### src/hdl/bls_pkg.sv
// ----------------------------------------------------------------------------
// bls_pkg: shared types and constants for the bounded list with search
// Operation codes, status codes, controller states and default sizes.
// ----------------------------------------------------------------------------
`timescale 1ns / 1ps

package bls_pkg;

    // word width of one list entry
    localparam int DATA_W = 32;

    // default number of list entries
    localparam int DEPTH_DEFAULT = 16;

    // operation carried with each input transfer
    typedef enum logic [1:0] {
        OP_PUSH_FRONT = 2'd0,
        OP_PUSH_BACK  = 2'd1,
        OP_POP_FRONT  = 2'd2,
        OP_SEARCH     = 2'd3
    } op_t;

    // status returned with each result transfer
    typedef enum logic [1:0] {
        ST_OK        = 2'd0,
        ST_FULL      = 2'd1,
        ST_EMPTY     = 2'd2,
        ST_NOT_FOUND = 2'd3
    } status_t;

    // controller states
    typedef enum logic [1:0] {
        S_IDLE = 2'd0,
        S_SRCH = 2'd1,
        S_FIN  = 2'd2
    } state_t;

endpackage

### src/hdl/bounded_list_with_search.sv
// ----------------------------------------------------------------------------
// bounded_list_with_search: bounded deque of 32-bit words with linear search
// Push, pop and any operation on an empty list pass from the input transfer
// through the S_FIN state into the output register. A search reads one entry
// per cycle from the store's single read port until a hit, or a miss over all
// entry_count entries. One operation is in flight at a time; the next input
// transfer can be taken in the cycle after the result is loaded, and the
// result register lets it be taken while a result waits. Reset empties the list.
// ----------------------------------------------------------------------------
`timescale 1ns / 1ps

module bounded_list_with_search #(
    parameter int DEPTH = bls_pkg::DEPTH_DEFAULT
) (
    input  logic                                  clk,
    input  logic                                  rst_n,
    // input stream
    input  logic                                  s_tvalid,
    output logic                                  s_tready,
    input  logic [2*bls_pkg::DATA_W-1:0]          s_tdata,  // insert_value, search_key
    input  logic [1:0]                            s_tuser,  // opcode
    // result stream
    output logic                                  m_tvalid,
    input  logic                                  m_tready,
    output logic [((2*$clog2(DEPTH+1)+7)/8)*8-1:0] m_tdata, // position, entry_total, zero pad
    output logic [1:0]                            m_tuser   // status
);
    import bls_pkg::*;

    localparam int IDX_W   = $clog2(DEPTH);
    localparam int CNT_W   = $clog2(DEPTH + 1);
    localparam int SUM_W   = IDX_W + 1;
    localparam int TDATA_W = ((2 * CNT_W + 7) / 8) * 8;

    // controller and list state
    state_t             state_reg, state_next;
    logic [IDX_W-1:0]   head_reg;
    logic [CNT_W-1:0]   count_reg;

    // latched search key and scan state
    logic [DATA_W-1:0]  key_reg;
    logic [CNT_W-1:0]   scan_off_reg;
    logic [IDX_W-1:0]   scan_ptr_reg;
    logic               cmp_vld_reg;
    logic [CNT_W-1:0]   cmp_off_reg;

    // pending result and output register
    status_t            res_status_reg;
    logic [CNT_W-1:0]   res_pos_reg;
    logic               out_valid_reg;
    status_t            out_status_reg;
    logic [CNT_W-1:0]   out_pos_reg;
    logic [CNT_W-1:0]   out_total_reg;

    // decoded input
    op_t                in_op;
    logic [DATA_W-1:0]  in_value;
    logic [DATA_W-1:0]  in_key;
    logic               in_xfer;

    // store ports
    logic               wr_en;
    logic [IDX_W-1:0]   wr_addr;
    logic               rd_en;
    logic [DATA_W-1:0]  rd_data;

    // ring arithmetic
    logic               list_full;
    logic               list_empty;
    logic [IDX_W-1:0]   head_dec;
    logic [IDX_W-1:0]   head_inc;
    logic [IDX_W-1:0]   scan_ptr_inc;
    logic [SUM_W-1:0]   tail_sum;
    logic [IDX_W-1:0]   tail_idx;

    // scan control
    logic               hit;
    logic               issue;
    logic               slot_free;
    logic               load_out;

    assign in_op    = op_t'(s_tuser);
    assign in_value = s_tdata[DATA_W-1:0];
    assign in_key   = s_tdata[2*DATA_W-1:DATA_W];
    assign in_xfer  = s_tvalid && s_tready;

    assign list_full  = (count_reg == CNT_W'(DEPTH));
    assign list_empty = (count_reg == '0);

    // ring index steps with wrap at any depth
    assign head_dec     = (head_reg == '0) ? IDX_W'(DEPTH - 1) : head_reg - 1'b1;
    assign head_inc     = (head_reg == IDX_W'(DEPTH - 1)) ? '0 : head_reg + 1'b1;
    assign scan_ptr_inc = (scan_ptr_reg == IDX_W'(DEPTH - 1)) ? '0 : scan_ptr_reg + 1'b1;
    assign tail_sum     = {1'b0, head_reg} + SUM_W'(count_reg);
    assign tail_idx     = (tail_sum >= SUM_W'(DEPTH)) ? IDX_W'(tail_sum - SUM_W'(DEPTH))
                                                      : tail_sum[IDX_W-1:0];

    // compare the entry read last cycle, issue the next read
    assign hit       = cmp_vld_reg && (rd_data == key_reg);
    assign issue     = !hit && (scan_off_reg < count_reg);
    assign slot_free = !out_valid_reg || m_tready;

    // entry store
    bls_ram #(
        .DEPTH (DEPTH)
    ) u_ram (
        .clk     (clk),
        .wr_en   (wr_en),
        .wr_addr (wr_addr),
        .wr_data (in_value),
        .rd_en   (rd_en),
        .rd_addr (scan_ptr_reg),
        .rd_data (rd_data)
    );

    // next state
    always_comb
    begin
        state_next = state_reg;
        unique case (state_reg)
            S_IDLE:
            begin
                if (in_xfer)
                begin
                    if ((in_op == OP_SEARCH) && !list_empty)
                    begin
                        state_next = S_SRCH;
                    end
                    else
                    begin
                        state_next = S_FIN;
                    end
                end
            end
            S_SRCH:
            begin
                if (!issue)
                begin
                    state_next = S_FIN;
                end
            end
            S_FIN:
            begin
                if (slot_free)
                begin
                    state_next = S_IDLE;
                end
            end
            default:
            begin
                state_next = S_IDLE;
            end
        endcase
    end

    // controller outputs
    always_comb
    begin
        s_tready = 1'b0;
        rd_en    = 1'b0;
        load_out = 1'b0;
        wr_en    = 1'b0;
        wr_addr  = tail_idx;
        unique case (state_reg)
            S_IDLE:
            begin
                s_tready = 1'b1;
                if (in_xfer && !list_full)
                begin
                    if (in_op == OP_PUSH_FRONT)
                    begin
                        wr_en   = 1'b1;
                        wr_addr = head_dec;
                    end
                    else if (in_op == OP_PUSH_BACK)
                    begin
                        wr_en   = 1'b1;
                        wr_addr = tail_idx;
                    end
                end
            end
            S_SRCH:
            begin
                rd_en = issue;
            end
            S_FIN:
            begin
                load_out = slot_free;
            end
            default:
            begin
                s_tready = 1'b0;
            end
        endcase
    end

    // state register
    always_ff @(posedge clk or negedge rst_n)
    begin
        if (!rst_n)
        begin
            state_reg <= S_IDLE;
        end
        else
        begin
            state_reg <= state_next;
        end
    end

    // list pointers, updated when the operation is taken
    always_ff @(posedge clk or negedge rst_n)
    begin
        if (!rst_n)
        begin
            head_reg  <= '0;
            count_reg <= '0;
        end
        else if (in_xfer)
        begin
            unique case (in_op)
                OP_PUSH_FRONT:
                begin
                    if (!list_full)
                    begin
                        head_reg  <= head_dec;
                        count_reg <= count_reg + 1'b1;
                    end
                end
                OP_PUSH_BACK:
                begin
                    if (!list_full)
                    begin
                        count_reg <= count_reg + 1'b1;
                    end
                end
                OP_POP_FRONT:
                begin
                    if (!list_empty)
                    begin
                        head_reg  <= head_inc;
                        count_reg <= count_reg - 1'b1;
                    end
                end
                OP_SEARCH:
                begin
                    head_reg <= head_reg;
                end
                default:
                begin
                    head_reg <= head_reg;
                end
            endcase
        end
    end

    // scan control flags
    always_ff @(posedge clk or negedge rst_n)
    begin
        if (!rst_n)
        begin
            cmp_vld_reg <= 1'b0;
        end
        else if (in_xfer)
        begin
            cmp_vld_reg <= 1'b0;
        end
        else if (state_reg == S_SRCH)
        begin
            cmp_vld_reg <= issue;
        end
    end

    // scan pointers, key and pending result
    always_ff @(posedge clk)
    begin
        if (in_xfer)
        begin
            key_reg      <= in_key;
            scan_off_reg <= '0;
            scan_ptr_reg <= head_reg;
            res_pos_reg  <= '0;
            unique case (in_op)
                OP_PUSH_FRONT, OP_PUSH_BACK:
                begin
                    res_status_reg <= list_full ? ST_FULL : ST_OK;
                end
                OP_POP_FRONT, OP_SEARCH:
                begin
                    res_status_reg <= list_empty ? ST_EMPTY : ST_OK;
                end
                default:
                begin
                    res_status_reg <= ST_OK;
                end
            endcase
        end
        else if (state_reg == S_SRCH)
        begin
            if (hit)
            begin
                res_status_reg <= ST_OK;
                res_pos_reg    <= cmp_off_reg + 1'b1;
            end
            else if (issue)
            begin
                cmp_off_reg  <= scan_off_reg;
                scan_off_reg <= scan_off_reg + 1'b1;
                scan_ptr_reg <= scan_ptr_inc;
            end
            else
            begin
                res_status_reg <= ST_NOT_FOUND;
                res_pos_reg    <= '0;
            end
        end
    end

    // output register valid
    always_ff @(posedge clk or negedge rst_n)
    begin
        if (!rst_n)
        begin
            out_valid_reg <= 1'b0;
        end
        else if (load_out)
        begin
            out_valid_reg <= 1'b1;
        end
        else if (m_tready)
        begin
            out_valid_reg <= 1'b0;
        end
    end

    // output register payload
    always_ff @(posedge clk)
    begin
        if (load_out)
        begin
            out_status_reg <= res_status_reg;
            out_pos_reg    <= res_pos_reg;
            out_total_reg  <= count_reg;
        end
    end

    assign m_tvalid = out_valid_reg;
    assign m_tuser  = out_status_reg;
    assign m_tdata  = TDATA_W'({out_total_reg, out_pos_reg});

    // count never passes the list depth
    a_count_bound: assert property (@(posedge clk) disable iff (!rst_n)
        count_reg <= CNT_W'(DEPTH))
        else $error("entry count above depth");

    // a scan only runs over a non-empty list
    a_scan_nonempty: assert property (@(posedge clk) disable iff (!rst_n)
        (state_reg == S_SRCH) |-> !list_empty)
        else $error("scan of an empty list");

    // a position is reported only with a successful search
    a_pos_status: assert property (@(posedge clk) disable iff (!rst_n)
        (m_tvalid && (out_status_reg != ST_OK)) |-> (out_pos_reg == '0))
        else $error("position reported with failing status");

    // a hit never points past the live entries
    a_pos_range: assert property (@(posedge clk) disable iff (!rst_n)
        (state_reg == S_SRCH && hit) |=> (res_pos_reg <= count_reg))
        else $error("search position beyond entry count");

endmodule

### src/hdl/bls_ram.sv
// ----------------------------------------------------------------------------
// bls_ram: entry store of the list
// One write port and one read port, read data registered.
// ----------------------------------------------------------------------------
`timescale 1ns / 1ps

module bls_ram #(
    parameter int DEPTH = bls_pkg::DEPTH_DEFAULT
) (
    input  logic                       clk,
    input  logic                       wr_en,
    input  logic [$clog2(DEPTH)-1:0]   wr_addr,
    input  logic [bls_pkg::DATA_W-1:0] wr_data,
    input  logic                       rd_en,
    input  logic [$clog2(DEPTH)-1:0]   rd_addr,
    output logic [bls_pkg::DATA_W-1:0] rd_data
);
    import bls_pkg::*;

    logic [DATA_W-1:0] mem [DEPTH];

    // write port
    always_ff @(posedge clk)
    begin
        if (wr_en)
        begin
            mem[wr_addr] <= wr_data;
        end
    end

    // registered read port
    always_ff @(posedge clk)
    begin
        if (rd_en)
        begin
            rd_data <= mem[rd_addr];
        end
    end

endmodule
### config.mk
export PLATFORM = sky130hd
export DESIGN_NAME = bounded_list_with_search
export DESIGN_NICKNAME = d
export VERILOG_FILES = /design/src/hdl/bls_pkg.sv /design/src/hdl/bounded_list_with_search.sv /design/src/hdl/bls_ram.sv
export SDC_FILE = /design/constraint.sdc
export NUM_CORES = 1
export LEC_CHECK = 0
export BUFFER_PORTS_ARGS = -buffer_cell sky130_fd_sc_hd__clkbuf_2
export CAP_MARGIN = 20
export CORE_ASPECT_RATIO = 1.25
export CORE_MARGIN = 2
export CORE_UTILIZATION = 46
export CTS_CLUSTER_SIZE = 12
export DETAILED_ROUTE_END_ITERATION = 8
export HOLD_SLACK_MARGIN = 0.1
export SKIP_CTS_REPAIR_TIMING = 1
export SLEW_MARGIN = 40
export SYNTH_ARGS = -nofsm -noshare
export SYNTH_HDL_FRONTEND = slang
export SYNTH_HIERARCHICAL = 1
export SYNTH_SLANG_ARGS = --single-unit
### constraint.sdc
create_clock -name clk -period 5.1 [get_ports clk]
set_input_delay 0.255 -clock clk [delete_from_list [all_inputs] [get_ports clk]]
set_output_delay 0.255 -clock clk [all_outputs]
set_load 0.02 [all_outputs]
==> metrics.md <==
| Metric | Value |
|---|---|
| Outcome | `complete, no violations` |
| Chip Width | `208.6 µm` |
| Avg WL per Cell | `26.79 µm` |
| GP Congestion | `0.8413` |
| Period utilisation layout | `76.52%` |
| Starting DRT DRC Count | `1,196` |
| GRT overflow | `0` |
| Clk_lat worst skew | `0.62 ns` |
| Commonest cells in the synthesized netlist | `edfxtp_1 (599), mux4_2 (128), a22oi_1 (64)` |
| RSZ-0062 raised after global routing | `false` |
| Setup crit start kind | `flip-flop` |
| Top_reg_cell synth | `edfxtp_1` |
| Internal power | `10,290 µW` |
| Port bufs | `83` |
| DRT antenna net count | `0` |
| Seq cells post-synth | `622` |
| Critical R2R Launch | `state_reg[1]` |
| Ys async rst share | `2.090%` |
| Fin. Hold Viols | `0` |
| H-tree lvl count | `2` |
| Share of post-route cells with drive strength above 1 | `roughly a quarter` |
| First-pass DRT Iterations | `5` |
| Comb power frac | `between 20% and 30%` |
| Largest register FFs | `512` |
| Rows | `93` |
| Remaining DRCs | `0` |
| Synth Cell Area | `~24,000 µm²` |
| Die area | `~54,000 µm²` |
| Average cell area after synthesis | `20.63 µm²` |
| Post-synth EDFFs | `599` |
| Fmax | `between 200 and 300 MHz` |
| Clk root buf | `clkbuf_16` |
| Worst Hold Launch | `s_tdata[22]` |
| Number of clock sinks | `622` |
| Setup violators final | `0` |
| Data required, critical path | `5.39 ns` |
| Crit. End Element | `flip-flop` |
| Fin Setup TNS | `0 ns` |
| DRT Wirelength | `54.66 mm` |
| Final Max Tran Viols | `0` |
| Post-layout util | `roughly 54%` |
| Layout Skew | `0.01827 ns` |
| Slew headroom | `45.08%` |
| Max_cap viols | `0` |
| Yosys top cell area share | `74.76%` |
| Endpoint, Worst Hold | `u_ram/mem[3][22]` |
| Final nets | `between 1,000 and 1,500` |
| R2R depth | `9` |
| Gate Count Post-Synth | `approximately 1,200` |
| Clock transition at path regs | `0.06 ns` |
| Reg-to-Reg End | `u_ram/mem[1][7]` |
| Slew @ Worst Pin | `around 0.82 ns` |
| Maximum root-to-sink buffer count | `3` |
| Hold WC Path Type | `input port to flip-flop` |
| Count leader, synth | `edfxtp_1` |
| # IOs | `90` |
| Crit path kind | `flip-flop to flip-flop` |
| Leak | `about 0.009 µW` |
| Largest cells by area after synthesis | `edfxtp_1 (75%), mux4_2 (12%), a22oi_1 (2.0%)` |
| Final worst path period need | `slightly below 4 ns` |
| HPWL Detailed | `34.15 mm` |
| Min-Delay Path Depth | `1` |
| Reg2Reg Setup Slack | `1.20 ns` |
| Switching Share | `31.30%` |
| Largest net degree at the start of global routing | `72` |
| Area leader, netlist | `edfxtp_1` |
| Initial antenna violation count | `0` |
| CTS tree | `done` |
| Vias | `between 10,000 and 15,000` |
| Peak supply drop | `341.3 µV` |
| # diodes | `0` |
| Synth warn | `6` |
| PwrDens | `~540 nW/µm²` |
| Worst EP arrival | `4.19 ns` |
| First-pass GRT wire length | `80.28 mm` |
| Vias/cell | `5.821` |
| Die height | `259.7 µm` |
| Num CTS Buffers | `60` |
| Core region area | `roughly 52,000 µm²` |
| Overall global routing resource usage | `20.54%` |
| Post-synthesis sequential area ratio | `~77%` |
| Clock Power Share | `a little over a quarter` |
| Sw power | `approximately 4700 µW` |
| Initial Util | `between 40 and 50%` |
| Synthesis-to-layout area growth | `15.12%` |
| CP max FO | `21` |
| Total power | `~15,000 µW` |
| Vias in the first global route | `11,880` |
| Post-synth cell types | `54` |
| Sequential Power Share | `44.3%` |
[power groups by stage]
stage	clock, µW	sequential, µW	combinational (µW)
final	3990	6640	4360
after global routing	4280	6700	4690
after CTS	4100	6660	4360
after detailed placement	0	6760	4350
after global placement	0	6740	4300
after floorplan	0	6680	2840
[layout make-up]
| class | count | area [µm²] |
|---|---|---|
| clock buffer | 91 | 1669 |
| clock inverter | 8 | 47.55 |
| fill | 4059 | 23970 |
| inverter | 21 | 78.83 |
| multi-input combinational | 475 | 5360 |
| sequential | 622 | 18510 |
| tap | 665 | 832.0 |
| timing repair buffer | 158 | 1197 |
[cell families (layout without fill, tap and decap cells)]
group,Yosys count,in the layout,synth area share (%)
compound gates,124,124,3.698
xor+xnor,41,41,1.493
fa+ha+maj,18,18,0.9985
buf+inv,74,278,1.425
flops,622,622,76.95
mux,134,134,12.23
other cells,1,6,0.01559
simple gates,152,152,3.193
[critical path, stage by stage (launching register included)]
cell,delay (ns)
dfrtp_1,0.43
nor2_1,0.15
nand2_1,0.07
buf_4,0.21
nor4_4,0.42
nor2_1,0.08
a21oi_1,0.64
nand2b_1,0.43
nor2_4,0.75
buf_4,0.38
[worst max path at each step]
stage,from,endpoint,depth (start not counted)
2_1_floorplan,state_reg[1],u_ram/mem[0][0],8
3_3_place_gp,count_reg[0],u_ram/mem[15][11],7
3_5_place_dp,state_reg[1],u_ram/mem[3][25],9
4_1_cts,state_reg[1],u_ram/mem[3][20],8
5_1_grt,state_reg[1],u_ram/mem[1][7],9
6_report,state_reg[1],u_ram/mem[1][7],9
[layer usage]
layer / part of all wire, % / GRT usage [%] / vias to the layer above
li1: - / - / 5126
met1: 43 / 29.55 / 6242
met2: 49 / 33.20 / 429
met3: 6.6 / 3.297 / 78
met4: 2.2 / 5.278 / 0
met5: 0 / 0 / -
[cell usage in the layout, fill, tap and decap left out, types with 9 or more instances in the layout]
cell and instances:
edfxtp_1 599, mux4_2 128, clkbuf_2 83, a22oi_1 64, nand2_1 62, clkbuf_16 62, dlygate4sd3_1 39, xnor2_1 28
clkbuf_1 27, buf_4 27, inv_1 20, o21ai_0 19, nand2b_1 17, ha_1 16, a21oi_1 14, xor2_1 13
dfrtp_1 13, nor2_4 13, nand3_1 10, dfxtp_1 10, nand4_1 9
[stage by stage]
step                cell area [µm²]  std cells  hold WS [ns]  worst slack (ns)
floorplan                     24080       1171      -0.04059            0.1020
global placement              25440       1895        0.1922             1.374
detailed placement            25530       1899        0.1919             1.248
CTS                           27240       1998       -0.4853             1.219
global route                  27700       2040        0.1089            0.9115
finish                        27700       2040       0.09818             1.197
Note: power is estimated with default switching activity, not from simulation.
